===== config.mk =====
export PLATFORM = sky130hd
export DESIGN_NAME = stream_find_replace_top
export DESIGN_NICKNAME = d
export VERILOG_FILES = /design/src/design/sfr_pkg.sv /design/src/design/sfr_front.sv /design/src/design/sfr_queue.sv /design/src/design/sfr_back.sv /design/src/design/stream_find_replace_top.sv
export SDC_FILE = /design/constraint.sdc
export NUM_CORES = 1
export LEC_CHECK = 0
export BUFFER_PORTS_ARGS = -buffer_cell sky130_fd_sc_hd__buf_2
export CORE_AREA = 2 2 212 214
export DETAILED_ROUTE_END_ITERATION = 8
export DIE_AREA = 0 0 214 216
export GPL_TIMING_DRIVEN = 0
export PLACE_DENSITY = 0.68
export SLEW_MARGIN = 20
export SYNTH_ARGS = -nofsm -noshare
export SYNTH_HDL_FRONTEND = slang
export SYNTH_HIERARCHICAL = 1
export SYNTH_SLANG_ARGS = --single-unit

===== constraint.sdc =====
create_clock -name clk -period 11.43 [get_ports clk]
set_clock_uncertainty 0.1 [all_clocks]
set_input_delay 3.429 -clock clk [delete_from_list [all_inputs] [get_ports clk]]
set_output_delay 3.429 -clock clk [all_outputs]
set_load 0.02 [all_outputs]

===== src/design/sfr_pkg.sv =====
// ----------------------------------------------------------------------------
// sfr_pkg
// Shared types and constants for the streaming find-and-replace block.
// ----------------------------------------------------------------------------
package sfr_pkg;

	localparam int unsigned WIN_DEPTH = 8;
	localparam int unsigned CNT_W     = 4;
	localparam int unsigned IDX_W     = 3;
	localparam int unsigned REG_W     = 64;
	localparam int unsigned LEN_W     = 4;
	localparam int unsigned QDEPTH    = 4;
	localparam int unsigned QAW       = 2;

	localparam logic [1:0] REG_PATTERN_BYTES = 2'd0;
	localparam logic [1:0] REG_PATTERN_LEN   = 2'd1;
	localparam logic [1:0] REG_SUBST_BYTES   = 2'd2;
	localparam logic [1:0] REG_SUBST_LEN     = 2'd3;

	// One queued job: the bytes caused by one input, oldest in bits 7:0.
	// cnt of zero with last set is the empty end marker.
	typedef struct packed {
		logic [REG_W-1:0] bytes;
		logic [CNT_W-1:0] cnt;
		logic             last;
	} job_t;

endpackage


===== src/design/sfr_front.sv =====
// ----------------------------------------------------------------------------
// sfr_front
// Config registers, pending window and match check; at most one job per request.
// ----------------------------------------------------------------------------
module sfr_front (
	input  logic                        clk,
	input  logic                        arst_n,
	input  logic                        cfg_we,
	input  logic [1:0]                  cfg_index,
	input  logic [sfr_pkg::REG_W-1:0]   cfg_data,
	input  logic                        in_valid,
	input  logic [7:0]                  in_byte,
	input  logic                        in_last,
	input  logic                        q_full,
	output logic                        in_ready,
	output logic                        push,
	output sfr_pkg::job_t               job
);

	logic [sfr_pkg::REG_W-1:0] pat_q;
	logic [sfr_pkg::LEN_W-1:0] plen_q;
	logic [sfr_pkg::REG_W-1:0] sub_q;
	logic [sfr_pkg::LEN_W-1:0] slen_q;
	logic [7:0]                win_q [sfr_pkg::WIN_DEPTH];
	logic [sfr_pkg::CNT_W-1:0] cnt_q;

	logic [sfr_pkg::CNT_W-1:0] plen, slen, cnt_c, cnt_inc, cnt_n;
	logic [7:0]                win_w [sfr_pkg::WIN_DEPTH];
	logic [7:0]                win_n [sfr_pkg::WIN_DEPTH];
	logic [sfr_pkg::REG_W-1:0] win_flat;
	logic                      full, hit, accept;

	assign in_ready = !q_full;
	assign accept   = in_valid && in_ready;

	always_comb begin
		plen = (plen_q > 4'd8) ? 4'd8 : plen_q;
		slen = (slen_q > 4'd8) ? 4'd8 : slen_q;
		cnt_c = (cnt_q >= plen && plen != 4'd0) ? plen - 4'd1 : cnt_q;
		cnt_inc = cnt_c + 4'd1;
		full = (cnt_inc == plen);
		hit = 1'b1;
		for (int j = 0; j < sfr_pkg::WIN_DEPTH; j++) begin
			win_w[j] = (cnt_c == 4'(j)) ? in_byte : win_q[j];
			win_flat[j*8 +: 8] = win_w[j];
			if (4'(j) < plen && win_w[j] != pat_q[j*8 +: 8])
				hit = 1'b0;
		end
		for (int j = 0; j < sfr_pkg::WIN_DEPTH; j++) begin
			win_n[j] = (j < sfr_pkg::WIN_DEPTH - 1) ? win_w[(j + 1) % sfr_pkg::WIN_DEPTH]
			                                       : win_w[j];
		end

		job.last  = in_last;
		job.bytes = win_flat;
		job.cnt   = 4'd0;
		cnt_n     = cnt_inc;
		if (plen == 4'd0) begin
			job.bytes = {56'd0, in_byte};
			job.cnt   = 4'd1;
			cnt_n     = 4'd0;
		end else if (full && hit) begin
			job.bytes = sub_q;
			job.cnt   = slen;
			cnt_n     = 4'd0;
		end else if (full) begin
			// miss: oldest byte goes out; on the last input the rest follows
			job.cnt = in_last ? plen : 4'd1;
			cnt_n   = plen - 4'd1;
		end else if (in_last) begin
			job.cnt = cnt_inc;
		end
		if (in_last)
			cnt_n = 4'd0;
		push = accept && (job.cnt != 4'd0 || in_last);
	end

	always_ff @(posedge clk or negedge arst_n) begin
		if (!arst_n) begin
			pat_q  <= '0;
			plen_q <= '0;
			sub_q  <= '0;
			slen_q <= '0;
			cnt_q  <= '0;
			for (int j = 0; j < sfr_pkg::WIN_DEPTH; j++)
				win_q[j] <= '0;
		end else begin
			if (accept) begin
				cnt_q <= cnt_n;
				for (int j = 0; j < sfr_pkg::WIN_DEPTH; j++)
					win_q[j] <= (full && !hit) ? win_n[j] : win_w[j];
			end
			if (cfg_we) begin
				case (cfg_index)
					sfr_pkg::REG_PATTERN_BYTES: pat_q <= cfg_data;
					sfr_pkg::REG_PATTERN_LEN: begin
						plen_q <= cfg_data[sfr_pkg::LEN_W-1:0];
						cnt_q  <= '0;
					end
					sfr_pkg::REG_SUBST_BYTES: sub_q <= cfg_data;
					sfr_pkg::REG_SUBST_LEN:   slen_q <= cfg_data[sfr_pkg::LEN_W-1:0];
					default: ;
				endcase
			end
		end
	end

endmodule


===== src/design/sfr_queue.sv =====
// ----------------------------------------------------------------------------
// sfr_queue
// Short job queue between the match front and the emit back.
// ----------------------------------------------------------------------------
module sfr_queue (
	input  logic          clk,
	input  logic          arst_n,
	input  logic          push,
	input  sfr_pkg::job_t push_job,
	input  logic          pop,
	output logic          full,
	output logic          head_valid,
	output sfr_pkg::job_t head_job
);

	sfr_pkg::job_t            mem_q [sfr_pkg::QDEPTH];
	logic [sfr_pkg::QAW-1:0]  wr_q, rd_q;
	logic [sfr_pkg::QAW:0]    fill_q;

	assign full       = (fill_q == (sfr_pkg::QAW+1)'(sfr_pkg::QDEPTH));
	assign head_valid = (fill_q != '0);
	assign head_job   = mem_q[rd_q];

	always_ff @(posedge clk) begin
		if (push)
			mem_q[wr_q] <= push_job;
	end

	always_ff @(posedge clk or negedge arst_n) begin
		if (!arst_n) begin
			wr_q   <= '0;
			rd_q   <= '0;
			fill_q <= '0;
		end else begin
			if (push)
				wr_q <= wr_q + 1'b1;
			if (pop)
				rd_q <= rd_q + 1'b1;
			case ({push, pop})
				2'b10:   fill_q <= fill_q + 1'b1;
				2'b01:   fill_q <= fill_q - 1'b1;
				default: fill_q <= fill_q;
			endcase
		end
	end

endmodule


===== src/design/sfr_back.sv =====
// ----------------------------------------------------------------------------
// sfr_back
// Walks the head job one byte per cycle, while the receiver accepts, into a registered output stage.
// ----------------------------------------------------------------------------
module sfr_back (
	input  logic          clk,
	input  logic          arst_n,
	input  logic          head_valid,
	input  sfr_pkg::job_t head_job,
	output logic          pop,
	output logic          m_axis_tvalid,
	input  logic          m_axis_tready,
	output logic [7:0]    m_axis_tdata,
	output logic          m_axis_tlast,
	output logic [1:0]    m_axis_tuser
);

	logic [sfr_pkg::IDX_W-1:0] idx_q;
	logic                      out_valid_q;
	logic [7:0]                byte_q;
	logic                      has_q, run_last_q, done_q;
	logic                      load, run_end;

	assign load    = head_valid && (!out_valid_q || m_axis_tready);
	assign run_end = (head_job.cnt == 4'd0) ||
	                 ({1'b0, idx_q} == head_job.cnt - 4'd1);
	assign pop     = load && run_end;

	assign m_axis_tvalid = out_valid_q;
	assign m_axis_tdata  = byte_q;
	assign m_axis_tlast  = run_last_q;
	assign m_axis_tuser  = {done_q, has_q};

	always_ff @(posedge clk) begin
		if (load) begin
			byte_q     <= (head_job.cnt == 4'd0) ? 8'd0 : head_job.bytes[idx_q*8 +: 8];
			has_q      <= (head_job.cnt != 4'd0);
			run_last_q <= run_end;
			done_q     <= run_end && head_job.last;
		end
	end

	always_ff @(posedge clk or negedge arst_n) begin
		if (!arst_n) begin
			idx_q       <= '0;
			out_valid_q <= 1'b0;
		end else begin
			if (load)
				out_valid_q <= 1'b1;
			else if (m_axis_tready)
				out_valid_q <= 1'b0;
			if (pop)
				idx_q <= '0;
			else if (load)
				idx_q <= idx_q + 1'b1;
		end
	end

endmodule


===== src/design/stream_find_replace_top.sv =====
// ----------------------------------------------------------------------------
// stream_find_replace_top
// Streaming find-and-replace of a pattern of up to 8 bytes in a byte stream.
// ----------------------------------------------------------------------------
// Input channel s_axis: one text byte per request, tlast marks the end of text.
// Output channel m_axis: one rewritten byte per request; tlast closes the run
// of results caused by one input byte, tuser[0] says the byte is valid (clear
// only on the empty end marker), tuser[1] marks the final result of the text.
// Config: cfg_we/cfg_index/cfg_data write pattern, its length, replacement and
// its length; write only while the block is idle. Writing the pattern length
// drops pending bytes.
// The first result of an input passes through the queue write, then the output
// register, before it is offered.
// Inputs are taken one per cycle while each input yields at most one result and
// the receiver keeps up; an input yielding several results holds the output until
// all are out, and a four-job queue lets the input side run ahead until it fills.
// Reset clears registers, window and queue; no clearing pass is needed.
// A stalled receiver holds the output register; the queue then fills and
// s_axis_tready drops.
// ----------------------------------------------------------------------------
module stream_find_replace_top (
	input  logic                      clk,
	input  logic                      arst_n,
	input  logic                      cfg_we,
	input  logic [1:0]                cfg_index,
	input  logic [sfr_pkg::REG_W-1:0] cfg_data,
	input  logic                      s_axis_tvalid,
	output logic                      s_axis_tready,
	input  logic [7:0]                s_axis_tdata,   // [7:0] data_byte
	input  logic                      s_axis_tlast,   // stream_end
	output logic                      m_axis_tvalid,
	input  logic                      m_axis_tready,
	output logic [7:0]                m_axis_tdata,   // [7:0] out_byte
	output logic                      m_axis_tlast,   // run_last
	output logic [1:0]                m_axis_tuser    // [0] has_byte, [1] text_done
);

	logic          q_full, push, head_valid, pop;
	sfr_pkg::job_t push_job, head_job;

	sfr_front u_front (
		.clk       (clk),
		.arst_n    (arst_n),
		.cfg_we    (cfg_we),
		.cfg_index (cfg_index),
		.cfg_data  (cfg_data),
		.in_valid  (s_axis_tvalid),
		.in_byte   (s_axis_tdata),
		.in_last   (s_axis_tlast),
		.q_full    (q_full),
		.in_ready  (s_axis_tready),
		.push      (push),
		.job       (push_job)
	);

	sfr_queue u_queue (
		.clk        (clk),
		.arst_n     (arst_n),
		.push       (push),
		.push_job   (push_job),
		.pop        (pop),
		.full       (q_full),
		.head_valid (head_valid),
		.head_job   (head_job)
	);

	sfr_back u_back (
		.clk           (clk),
		.arst_n        (arst_n),
		.head_valid    (head_valid),
		.head_job      (head_job),
		.pop           (pop),
		.m_axis_tvalid (m_axis_tvalid),
		.m_axis_tready (m_axis_tready),
		.m_axis_tdata  (m_axis_tdata),
		.m_axis_tlast  (m_axis_tlast),
		.m_axis_tuser  (m_axis_tuser)
	);

endmodule

==> results of run 1 <==
-- cells by family after synthesis --
group                    count (synthesis)
AND/OR/NAND/NOR                        325
XOR/XNOR                                96
flip-flops                             502
AO/OA/AOI/OAI                          260
buffers and inverters                  157
adder cells (fa/ha/maj)                 20
multiplexers                           270
-- final cells by class --
class | instances | area, µm² | area share [%]
Multi-Input combinational cell | 971 | 8778 | 32.81
Clock inverter | 30 | 352.8 | 1.319
Inverter | 47 | 176.4 | 0.6594
Antenna cell | 2 | 5.005 | 0.01871
Timing Repair Buffer | 96 | 631.9 | 2.362
Sequential cell | 502 | 14000 | 52.32
Tap cell | 592 | 740.7 | 2.769
Clock buffer | 67 | 1418 | 5.299
Buffer | 110 | 651.9 | 2.437
-- sequential cells by signal, indices dropped and copies added, names as in the netlist, 2 cells and up --
signal               flops
u_front/slen_q           4
u_back/m_axis_tdata      8
u_queue/wr_q             2
u_front/win_q           64
u_front/cnt_q            4
u_queue/mem_q          276
u_front/pat_q           64
u_front/plen_q           4
u_front/sub_q           64
u_queue/rd_q             2
u_back/idx_q             3
u_queue/fill_q           3
-- stage by stage --
stage	instance area [µm²]	utilization, %	worst slack, ns
final	26750	61.03	2.858
after global routing	26750	61.02	2.700
after CTS	26740	61.00	2.674
after detailed placement	24970	56.97	2.046
after global placement	24770	56.50	-0.04539
after floorplan	23580	-	2.949
-- worst reg2reg max path: stages, from the launching register on --
cell	delay [ns]
dfrtp_1	0.45
inv_1	0.34
nand2_1	0.24
ha_1	0.38
a2111oi_4	0.51
nor2_2	0.20
o21ai_0	0.61
ha_1	0.42
nand4_1	0.29
and2_1	0.29
buf_2	0.20
a21oi_1	0.53
xor2_1	0.40
o211ai_1	0.16
o41a_1	0.45
or3_4	0.40
buf_6	0.16
or2_0	0.24
a31oi_2	0.55
and2_4	0.54
buf_16	0.30
-- cell usage in the layout, fill, tap and decap left out, drive strengths merged, types with 48 or more instances in the layout --
cell type / n
edfxtp: 287
mux2i: 54
a211oi: 58
dfrtp: 215
mux4: 85
clkbuf: 124
nor3: 59
mux2: 131
xnor2: 50
a221o: 48
nor2: 141
buf: 149
-- worst max-delay path by stage --
stage	startpoint	endpoint	slack [ns]	cells past startpoint
3_3_place_gp	s_axis_tdata[4]	u_queue/mem_q[1][53]	-0.05	13
2_1_floorplan	s_axis_tdata[4]	u_queue/mem_q[0][0]	2.95	13
5_1_grt	s_axis_tdata[6]	u_queue/mem_q[1][46]	2.70	15
4_1_cts	s_axis_tdata[4]	u_queue/mem_q[1][57]	2.67	14
3_5_place_dp	s_axis_tdata[4]	u_queue/mem_q[1][61]	2.05	14
6_report	s_axis_tdata[4]	u_queue/mem_q[2][67]	2.86	14
-- layer usage --
layer / GRT usage (%) / share of wire [%] / wire (µm) / vias to the layer above
li1: - / - / - / 6569
met4: 12.47 / 4.3 / 2923 / 0
met1: 41.75 / 43 / 29450 / 7900
met5: 0 / 0 / 0 / -
met2: 47.48 / 46 / 31490 / 613
met3: 4.708 / 6.5 / 4463 / 148
-- report_power, final --
| part | internal (W) | switching (W) |
|---|---|---|
| clock network | 0.00102 | 0.000721 |
| logic | 0.00126 | 0.00187 |
| registers | 0.00259 | 0.000246 |
==> results by group, run 1 <==
Status
  – Status: completed

Pwr
  – Lkg Pwr: 10.07 nW
  – P per Cell Area: 288.0 nW/µm²
  – Design Power: 0.007704 W
  – Maximum vdd drop: 0.0001682 V

Placed design
  – HPWL after detailed placement: 49.51 mm
  – Placed Cells: 2318
  – PortBufs: 89
  – Placer Congestion: 0.9938

Worst setup path
  – Bufs and invs on worst path: 4
  – Crit-path cells: clkbuf_1 -> clkbuf_1 -> xnor2_1 -> nand4_1 -> mux2_2 -> a221oi_1 -> o211ai_1 -> o41a_1 -> or3_4 -> buf_6 -> or2_0 -> a31oi_2 -> and2_4 -> buf_16
  – CP arrival: 8.75 ns
  – Crit path largest cell delay: 0.86 ns
  – Worst r2r src: u_front/plen_q[3]
  – Worst r2r path cells: 20
  – Slowest CP cell: clkbuf_1
  – Startpoint Class: primary input
  – Reg-to-Reg End: u_queue/mem_q[2][67]
  – Flop2flop setup slack: 3.25 ns
  – Most frequent CP cell: clkbuf_1
  – Setup CP Type: primary input to register
  – Worst path top cell family by delay: buffers and inverters
  – CP Max Fanout: 46
  – Crit end category: register
  – CP Data Required Time: 11.61 ns

Floorplanning
  – Die width: 214 µm
  – Full die area: 46220 µm²
  – Starting density of the core: 53.80%
  – Die H: 216 µm
  – I/O pin count: 93
  – Site row count: 77
  – Core region area: 43840 µm²

Routing
  – Total number of vias: 15230
  – Drt total wl: 68.33 mm
  – TritonRoute pass-1 iters: 8
  – Antenna Nets Post-Route: 0
  – Iteration-0 DRC Markers: 1689
  – Drt drc: 0
  – DR WL/cell: 28.27 µm
  – Vias/cell: 6.301

Timing
  – Max-slew headroom: 19.80%
  – Worst Tran Pin Value: 1.196 ns
  – Unrepaired setup endpoints after global routing: no
  – Final setup fails: 0
  – Fin crit share: 74.99%
  – Tmin final: 8.572 ns
  – Upper clock frequency limit: 116.7 MHz
  – Final hold violation count: 0
  – Worst hold slack: 0.3828 ns
  – Max Slew Vio Count: 0
  – Fin Setup TNS: 0 ns

Logic synthesis
  – Prevailing post-synth register cell: edfxtp_1
  – Count of flip-flops with a built-in enable after synthesis: 287
  – Synth Area in XOR/XNOR: 3.629%
  – Synth warnings: 6
  – Post-synth top cells: edfxtp_1, dfrtp_1, nor2_1, mux2_2, mux4_2
  – Main area contributors after synthesis: edfxtp_1, dfrtp_1, mux4_2, mux2_2, mux2i_1
  – Seq/Total Area, Yosys: 59.36%
  – Adder-Cell Fraction of Synth Area: 1.093%
  – Mapped cell area: 23580 µm²
  – Post-synthesis mux area share: 16.68%
  – Syn nets: 1730
  – Synthesized flop and latch total: 502
  – Cells after Synth: 1630
  – Main combinational cell family by area after synthesis: multiplexers
  – Post-synthesis compound-gate area fraction: 9.157%
  – Most frequent cell after synthesis: edfxtp_1
  – Synth Area in Simple Gates: 6.574%
  – Yosys top cell by area: edfxtp_1
  – Synth unique cells: 81
  – Async S/R FF share, synth: 42.83%
  – Post-synth top area share: 36.54%
  – Syn_area_per_cell: 14.47 µm²

Clock network
  – Post-CTS setup buffers: 0
  – Worst-path clk slew: 0.06 ns
  – Root Driver: clkbuf_16
  – CTS tree: yes
  – Clock net sink count: 502
  – # hold bufs at CTS: 0
  – Clock Path Buffers: 3
  – H-Tree Level Count: 2
  – Clock Latency Late Sink: 0.62 ns
  – Post-CTS resize count: 0
  – TritonCTS Buffers: 52

Min path
  – Hold WC Path Type: register to register
  – Critical hold path startpoint: u_front/win_q[3]
  – Hold EP: u_front/win_q[3]
  – Hold path depth: 2

Run
  – Max-cap violations: 0

Finish
  – Layout cells sized above 1: 27.04%
  – Area delta synth->final: 13.44%
  – Nets: 1880
  – Fillers: 3379
  – Non-Filler Instances: 2417

Global route
  – Pin count of the biggest net entering global routing: 100
  – Remaining Overflow, GRT: 0
  – Global-route wire length before repair: 101.0 mm
  – Gr usage total: 29.98%
  – Vias in the first global route: 15320
  – Initial antenna violation count: 2
(Power assumes the default switching activity.)
==> run 2: changes to the inputs <==
Settings changed: PLACE_DENSITY 0.68 to 0.71.
Clock period 11.43 ns to 7.7 ns, I/O delays scaled along.
==> run 2 against run 1 <==
Largest cell class unchanged. Sequential share of layout area hardly changed. Combinational power is 49% higher. Largest power group unchanged. Global-route usage is 0.37 points lower. Flip-flop and latch count stayed put.
==> results by group, run 2 (synthesized netlist as in run 1, its figures left out) <==
Status
  – Status: completed

Floorplanning
  – Starting density of the core: 53.80% (unchanged)
  – Full die area: 46220 µm² (unchanged)
  – Die width: 214 µm (unchanged)
  – I/O pin count: 93 (unchanged)
  – Core region area: 43840 µm² (unchanged)
  – Site row count: 77 (unchanged)
  – Die H: 216 µm (unchanged)

Global route
  – Remaining Overflow, GRT: 0 (unchanged)
  – Vias in the first global route: 15390 (+0.46%)
  – Gr usage total: 29.61% (-0.37 points)
  – Global-route wire length before repair: 100.5 mm (-0.55%)
  – Initial antenna violation count: 0 (-2)
  – Pin count of the biggest net entering global routing: 93 (-7.0%)

Finish
  – Nets: 1881 (+0.053%)
  – Most frequent cells in the layout: edfxtp_1, dfrtp_1, nor2_1
  – Area delta synth->final: 13.55% (about the same)
  – Largest reg by FF count: u_queue/mem_q
  – Max FFs per register: 276 (unchanged)
  – Layout cells sized above 1: 27.02% (about the same)
  – Final Util: 61.08% (about the same)
  – Most common cell after layout, fill and taps aside: edfxtp_1
  – Antenna Cells: 0 (-2)

Worst setup path
  – Crit path largest cell delay: 0.49 ns (-0.37 ns)
  – Reg-to-Reg End: u_queue/mem_q[0][65]
  – Crit end category: register
  – Slowest CP cell: and2_4
  – CP Data Required Time: 7.87 ns (-3.74 ns)
  – CP Max Fanout: 47 (+2.2%)
  – Bufs and invs on worst path: 6 (+2)
  – Worst r2r path cells: 22 (+10%)
  – Flop2flop setup slack: 0.28 ns (-2.97 ns)
  – Startpoint Class: register
  – Setup CP Type: register to register
  – Worst r2r src: u_front/plen_q[3]
  – Crit-path cells: inv_1 -> nand2_1 -> ha_1 -> or3b_1 -> buf_4 -> o21ai_4 -> nor2_2 -> o21ai_2 -> inv_1 -> ha_1 -> nand3b_1 -> buf_4 -> mux2i_1 -> a221oi_1 -> a31oi_1 -> a2111o_1 -> or3_4 -> buf_6 -> or2_0 -> a31oi_4 -> and2_4 -> buf_16
  – Worst path top cell family by delay: simple AND/OR/NAND/NOR gates
  – CP arrival: 7.59 ns (-1.16 ns)

Pwr
  – Maximum vdd drop: 0.0001968 V (+17%)
  – Sw Share: 36.66% (-0.098 points)
  – Logic pwr share: 40.7% (about the same)
  – Reg power frac: 36.8% (about the same)
  – Clock power frac: 22.5% (about the same)
  – Net Switching: 0.004205 W (+49%)
  – Design Power: 0.01147 W (+49%)
  – P per Cell Area: 428.4 nW/µm² (+49%)
  – Total internal power: 0.007266 W (+49%)
  – Lkg Pwr: 10.09 nW (+0.18%)

Routing
  – Drt drc: 0 (unchanged)
  – DR WL/cell: 28.05 µm (-0.79%)
  – Iteration-0 DRC Markers: 1620 (-4.1%)
  – TritonRoute pass-1 iters: 6 (-2)
  – Drt total wl: 67.68 mm (-0.95%)
  – Vias/cell: 6.321 (+0.31%)
  – Total number of vias: 15250 (+0.14%)
  – Antenna Nets Post-Route: 0 (unchanged)

Timing
  – Final hold violation count: 0 (unchanged)
  – Tmin final: 7.422 ns
  – Fin Setup TNS: 0 ns (unchanged)
  – Setup ws final: 0.2784 ns (-2.580 ns)
  – Final setup fails: 0 (unchanged)
  – Worst Tran Pin Value: 1.205 ns (+0.008793 ns)
  – Max-slew headroom: 19.70% (-0.11 points)
  – Fin crit share: 96.38%
  – Max Slew Vio Count: 0 (unchanged)
  – Upper clock frequency limit: 134.7 MHz
  – Worst hold slack: 0.3979 ns (+0.01508 ns)

Clock network
  – Root Driver: clkbuf_16
  – H-Tree Level Count: 2 (unchanged)
  – TritonCTS Buffers: 51 (-1.9%)
  – Clock Path Buffers: 3 (unchanged)
  – CTS tree: yes
  – Worst-path clk slew: 0.07 ns (about the same)
  – # hold bufs at CTS: 0 (unchanged)
  – Clock net sink count: 502 (unchanged)
  – Clock Latency Late Sink: 0.61 ns (about the same)

Run
  – Max-cap violations: 0 (unchanged)

Min path
  – Hold WC Path Type: register to register
  – Critical hold path startpoint: u_front/win_q[5]
  – Hold EP: u_front/win_q[5]
  – Hold path depth: 2 (unchanged)

Placed design
  – HPWL after detailed placement: 49.21 mm (-0.61%)
  – PortBufs: 89 (unchanged)
  – Placer Congestion: 0.9806 (-1.3%)
  – Dpl ws: -0.4444 ns (-2.490 ns)
-- run 2: cell count changes in the layout (fill, tap and decap cells not counted), moves of 2 or more --
cell	change
clkinvlp_4	-6
clkbuf_1	+4
clkinv_2	-5
inv_6	+2
buf_4	+2
diode_2	-2
-- run 2: worst max path at each step --
stage          slack (ns)               from                   end  depth (start not counted)
3_3_place_gp        -2.48  u_front/plen_q[3]  u_queue/mem_q[1][58]                         20
2_1_floorplan        0.34    s_axis_tdata[4]   u_queue/mem_q[0][0]                         13
3_5_place_dp        -0.44  u_front/plen_q[3]  u_queue/mem_q[3][60]                         21
6_report             0.28  u_front/plen_q[3]  u_queue/mem_q[0][65]                         22
5_1_grt             -0.05  u_front/plen_q[3]     u_queue/fill_q[2]                         26
4_1_cts              0.06  u_front/plen_q[3]  u_queue/mem_q[3][64]                         21
-- run 2: layout make-up --
type,instances,area [µm²]
plain buffers,110,650.6
clock buffers,70,1418
clock inverters,23,339.1
fillers,3360,17060
inverters,47,176.4
multi-input cells,971,8807
flip-flops and latches,502,14000
well taps,592,740.7
repair buffers,98,646.9
-- run 2: worst reg2reg max path, delay by kind of cell, from the launching register on --
kind | cells | cell delay (ns)
AO/OA/AOI/OAI | 6 | 1.79
adder cells (fa/ha/maj) | 2 | 0.69
AND/OR/NAND/NOR | 7 | 2.35
buffers and inverters | 6 | 1.44
multiplexers | 1 | 0.22
flip-flops | 1 | 0.44
-- run 2: metal layers --
layer | vias to the layer above | part of all wire, % | global-route usage, %
li1 | 6573 | - | -
met1 | 7789 | 41 | 40.65
met2 | 740 | 47 | 46.71
met3 | 150 | 7.9 | 5.116
met4 | 0 | 4.8 | 13.38
met5 | - | 0 | 0
-- run 2: power by group through the flow --
stage	Combinational, W	Clock, W	Sequential [W]
2_1_floorplan	0.00317	0	0.00417
3_3_place_gp	0.00444	0	0.00426
3_5_place_dp	0.00458	0	0.00426
4_1_cts	0.00461	0.00263	0.00421
5_1_grt	0.00496	0.00274	0.00428
6_report	0.00467	0.00258	0.00422
-- run 2: what timing repair did --
item,in CTS,in global routing
hold endpoints to repair,0,0
cloned,0,0
setup endpoints to repair,279,293
gates resized for setup,3,4
pin swaps,1,2
setup buffers,0,2
-- run 2: stage by stage --
stage,area (µm²),cells
floorplan,23580,1630
global placement,24770,2311
detailed placement,24970,2318
CTS,26740,2411
global route,26780,2413
finish,26780,2413
==> run 3: changes to the inputs <==
Settings changed: PLACE_DENSITY 0.71 to 0.81.
==> run 3 against run 2 <==
Die area unchanged. Flip-flop and latch count is the same. Critical path depth rose by 3. Non-clock buffer count is 1 higher. Worst setup slack got worse by 0.073 ns. Power rose by 2.5%. First-iteration DRC count up 7.8%. Largest cell class unchanged.
==> results by group, run 3 (synthesized netlist as in run 1, its figures left out) <==
Routing
  – Vias/cell: 6.570 (+3.9%)
  – Antenna Nets Post-Route: 0 (unchanged)
  – Drt drc: 0 (unchanged)
  – Drt total wl: 71.04 mm (+5.0%)
  – TritonRoute pass-1 iters: 6 (unchanged)
  – DR WL/cell: 29.35 µm (+4.7%)
  – Total number of vias: 15900 (+4.2%)
  – Iteration-0 DRC Markers: 1746 (+7.8%)

Min path
  – Hold WC Path Type: register to register

Finish
  – Most common cell after layout, fill and taps aside: edfxtp_1
  – Layout cells sized above 1: 27.63% (+0.61 points)
  – Area delta synth->final: 14.22%
  – Largest reg by FF count: u_queue/mem_q
  – Antenna Cells: 0 (unchanged)
  – Nets: 1886 (+0.27%)
  – Most frequent cells in the layout: edfxtp_1, dfrtp_1, nor2_1
  – Non-Filler Instances: 2420 (+0.29%)
  – Final Util: 61.45% (+0.37 points)
  – Max FFs per register: 276 (unchanged)

Timing
  – Max Slew Vio Count: 0 (unchanged)
  – Final setup fails: 0 (unchanged)
  – Final hold violation count: 0 (unchanged)
  – Tmin final: 7.494 ns (+0.07255 ns)
  – Max-slew headroom: 21.71% (+2.0 points)
  – Fin crit share: 97.33% (+0.94 points)
  – Upper clock frequency limit: 133.4 MHz (-0.97%)
  – Worst hold slack: 0.3842 ns (-0.01374 ns)
  – Worst Tran Pin Value: 1.167 ns (-0.03722 ns)
  – Fin Setup TNS: 0 ns (unchanged)
  – Unrepaired setup endpoints after global routing: no

Floorplanning
  – Die H: 216 µm (unchanged)
  – I/O pin count: 93 (unchanged)
  – Die width: 214 µm (unchanged)
  – Site row count: 77 (unchanged)
  – Core region area: 43840 µm² (unchanged)
  – Starting density of the core: 53.80% (unchanged)
  – Full die area: 46220 µm² (unchanged)

Clock network
  – Root Driver: clkbuf_16
  – TritonCTS Buffers: 51 (unchanged)
  – # hold bufs at CTS: 0 (unchanged)
  – Worst-path clk slew: 0.06 ns (about the same)
  – Clock Path Buffers: 3 (unchanged)
  – CTS tree: yes
  – H-Tree Level Count: 2 (unchanged)
  – Clock net sink count: 502 (unchanged)
  – Clock Latency Late Sink: 0.62 ns (about the same)

Status
  – Status: completed

Worst setup path
  – CP Max Fanout: 10 (-79%)
  – Setup CP Type: register to register
  – Crit end category: register
  – CP arrival: 7.92 ns (+0.33 ns)
  – Startpoint Class: register
  – CP Data Required Time: 8.12 ns (+0.25 ns)

Pwr
  – Design Power: 0.01176 W (+2.5%)
  – Lkg Pwr: 10.16 nW (+0.73%)
  – Maximum vdd drop: 0.0001925 V (-2.2%)
  – P per Cell Area: 436.5 nW/µm² (+1.9%)

Global route
  – Initial antenna violation count: 0 (unchanged)
  – Remaining Overflow, GRT: 0 (unchanged)
  – Global-route wire length before repair: 104.6 mm (+4.1%)
  – GR peak layer: met2
  – Gr usage total: 31.02% (+1.4 points)
  – Vias in the first global route: 16050 (+4.3%)
  – Routing usage on met2: 49.72% (+3.0 points)
  – GRT met1 Usage: 40.25% (-0.40 points)
  – Pin count of the biggest net entering global routing: 82 (-12%)
  – Met3 Use GR: 6.568% (+1.5 points)

Placed design
  – HPWL after detailed placement: 49.16 mm (about the same)
  – Placer Congestion: 1.015 (+3.5%)
  – PortBufs: 89 (unchanged)
  – Placed Cells: 2318 (unchanged)

Run
  – Max-cap violations: 0 (unchanged)
[run 3: cell types whose count changed in the layout (fill, tap and decap cells not counted), moves of 2 or more]
cell	change
buf_16	-2
and2_2	+4
clkinvlp_4	+3
bufinv_16	+2
clkbuf_8	+5
inv_6	-2
buf_12	+2
clkbuf_1	-5
[run 3: layout make-up]
type / instances / area (µm²)
Inverter: 47 / 176.4
Clock inverter: 24 / 399.1
Sequential cell: 502 / 14000
Timing Repair Buffer: 99 / 639.4
Fill cell: 3239 / 16900
Clock buffer: 71 / 1493
Multi-Input combinational cell: 975 / 8840
Tap cell: 592 / 740.7
Buffer: 110 / 650.6
[run 3: worst paths after layout]
kind,startpoint,to,slack [ns],depth (start not counted)
setup / recovery,u_front/plen_q[3],u_queue/fill_q[2],0.21,25
hold reg to reg,u_front/win_q[3],u_front/win_q[3],0.38,2
max in group asynchronous,arst_n,u_front/sub_q[60],4.72,3
setup reg to reg,u_front/plen_q[3],u_queue/fill_q[2],0.21,25
hold / removal,u_front/win_q[3],u_front/win_q[3],0.38,2
min in group asynchronous,arst_n,u_queue/wr_q[0],1.55,1
[run 3: per-stage QoR]
| step | area, µm² | worst slack [ns] |
|---|---|---|
| finish | 26940 | 0.2059 |
| global route | 26940 | 0.02993 |
| CTS | 26880 | 0.1010 |
| detailed placement | 24960 | -0.7759 |
| global placement | 24770 | -2.588 |
| floorplan | 23580 | 0.3382 |
[run 3: critical path: stages, from the launching register on]
cell and delay [ns]:
dfrtp_1 0.43, inv_1 0.32, nand2_1 0.24, ha_1 0.39
a2111oi_4 0.58, nor2_2 0.21, o21ai_2 0.34, ha_1 0.38
nand4_1 0.35, and2_1 0.32, buf_2 0.21, a21oi_2 0.33
xor2_1 0.32, o211ai_1 0.17, o41a_1 0.44, or3_4 0.40
buf_6 0.17, o21ai_0 0.19, a31oi_4 0.26, inv_1 0.13
ha_1 0.19, inv_1 0.06, fa_1 0.37, xor2_1 0.17
nor2_1 0.11, xor2_1 0.16
[run 3: power breakdown]
part | switching [W] | internal (W) | leakage (nW)
logic | 0.00286 | 0.00190 | 3.94
registers | 0.000395 | 0.00385 | 5.30
clock network | 0.00109 | 0.00167 | 0.920
[run 3: what timing repair did]
item | 4_1_cts | 5_1_grt
pin swaps | 3 | 4
gates resized for setup | 4 | 2
endpoints found under the setup margin | 283 | 198
gates cloned | 2 | 2
setup buffers | 0 | 3
[run 3: routing by layer]
metal / vias to the layer above / share of wire, % / routed length, µm
met4: 0 / 5.8 / 4138
li1: 6574 / - / -
met1: 8109 / 38 / 26840
met5: - / 0 / 0
met3: 245 / 9.5 / 6730
met2: 971 / 47 / 33330
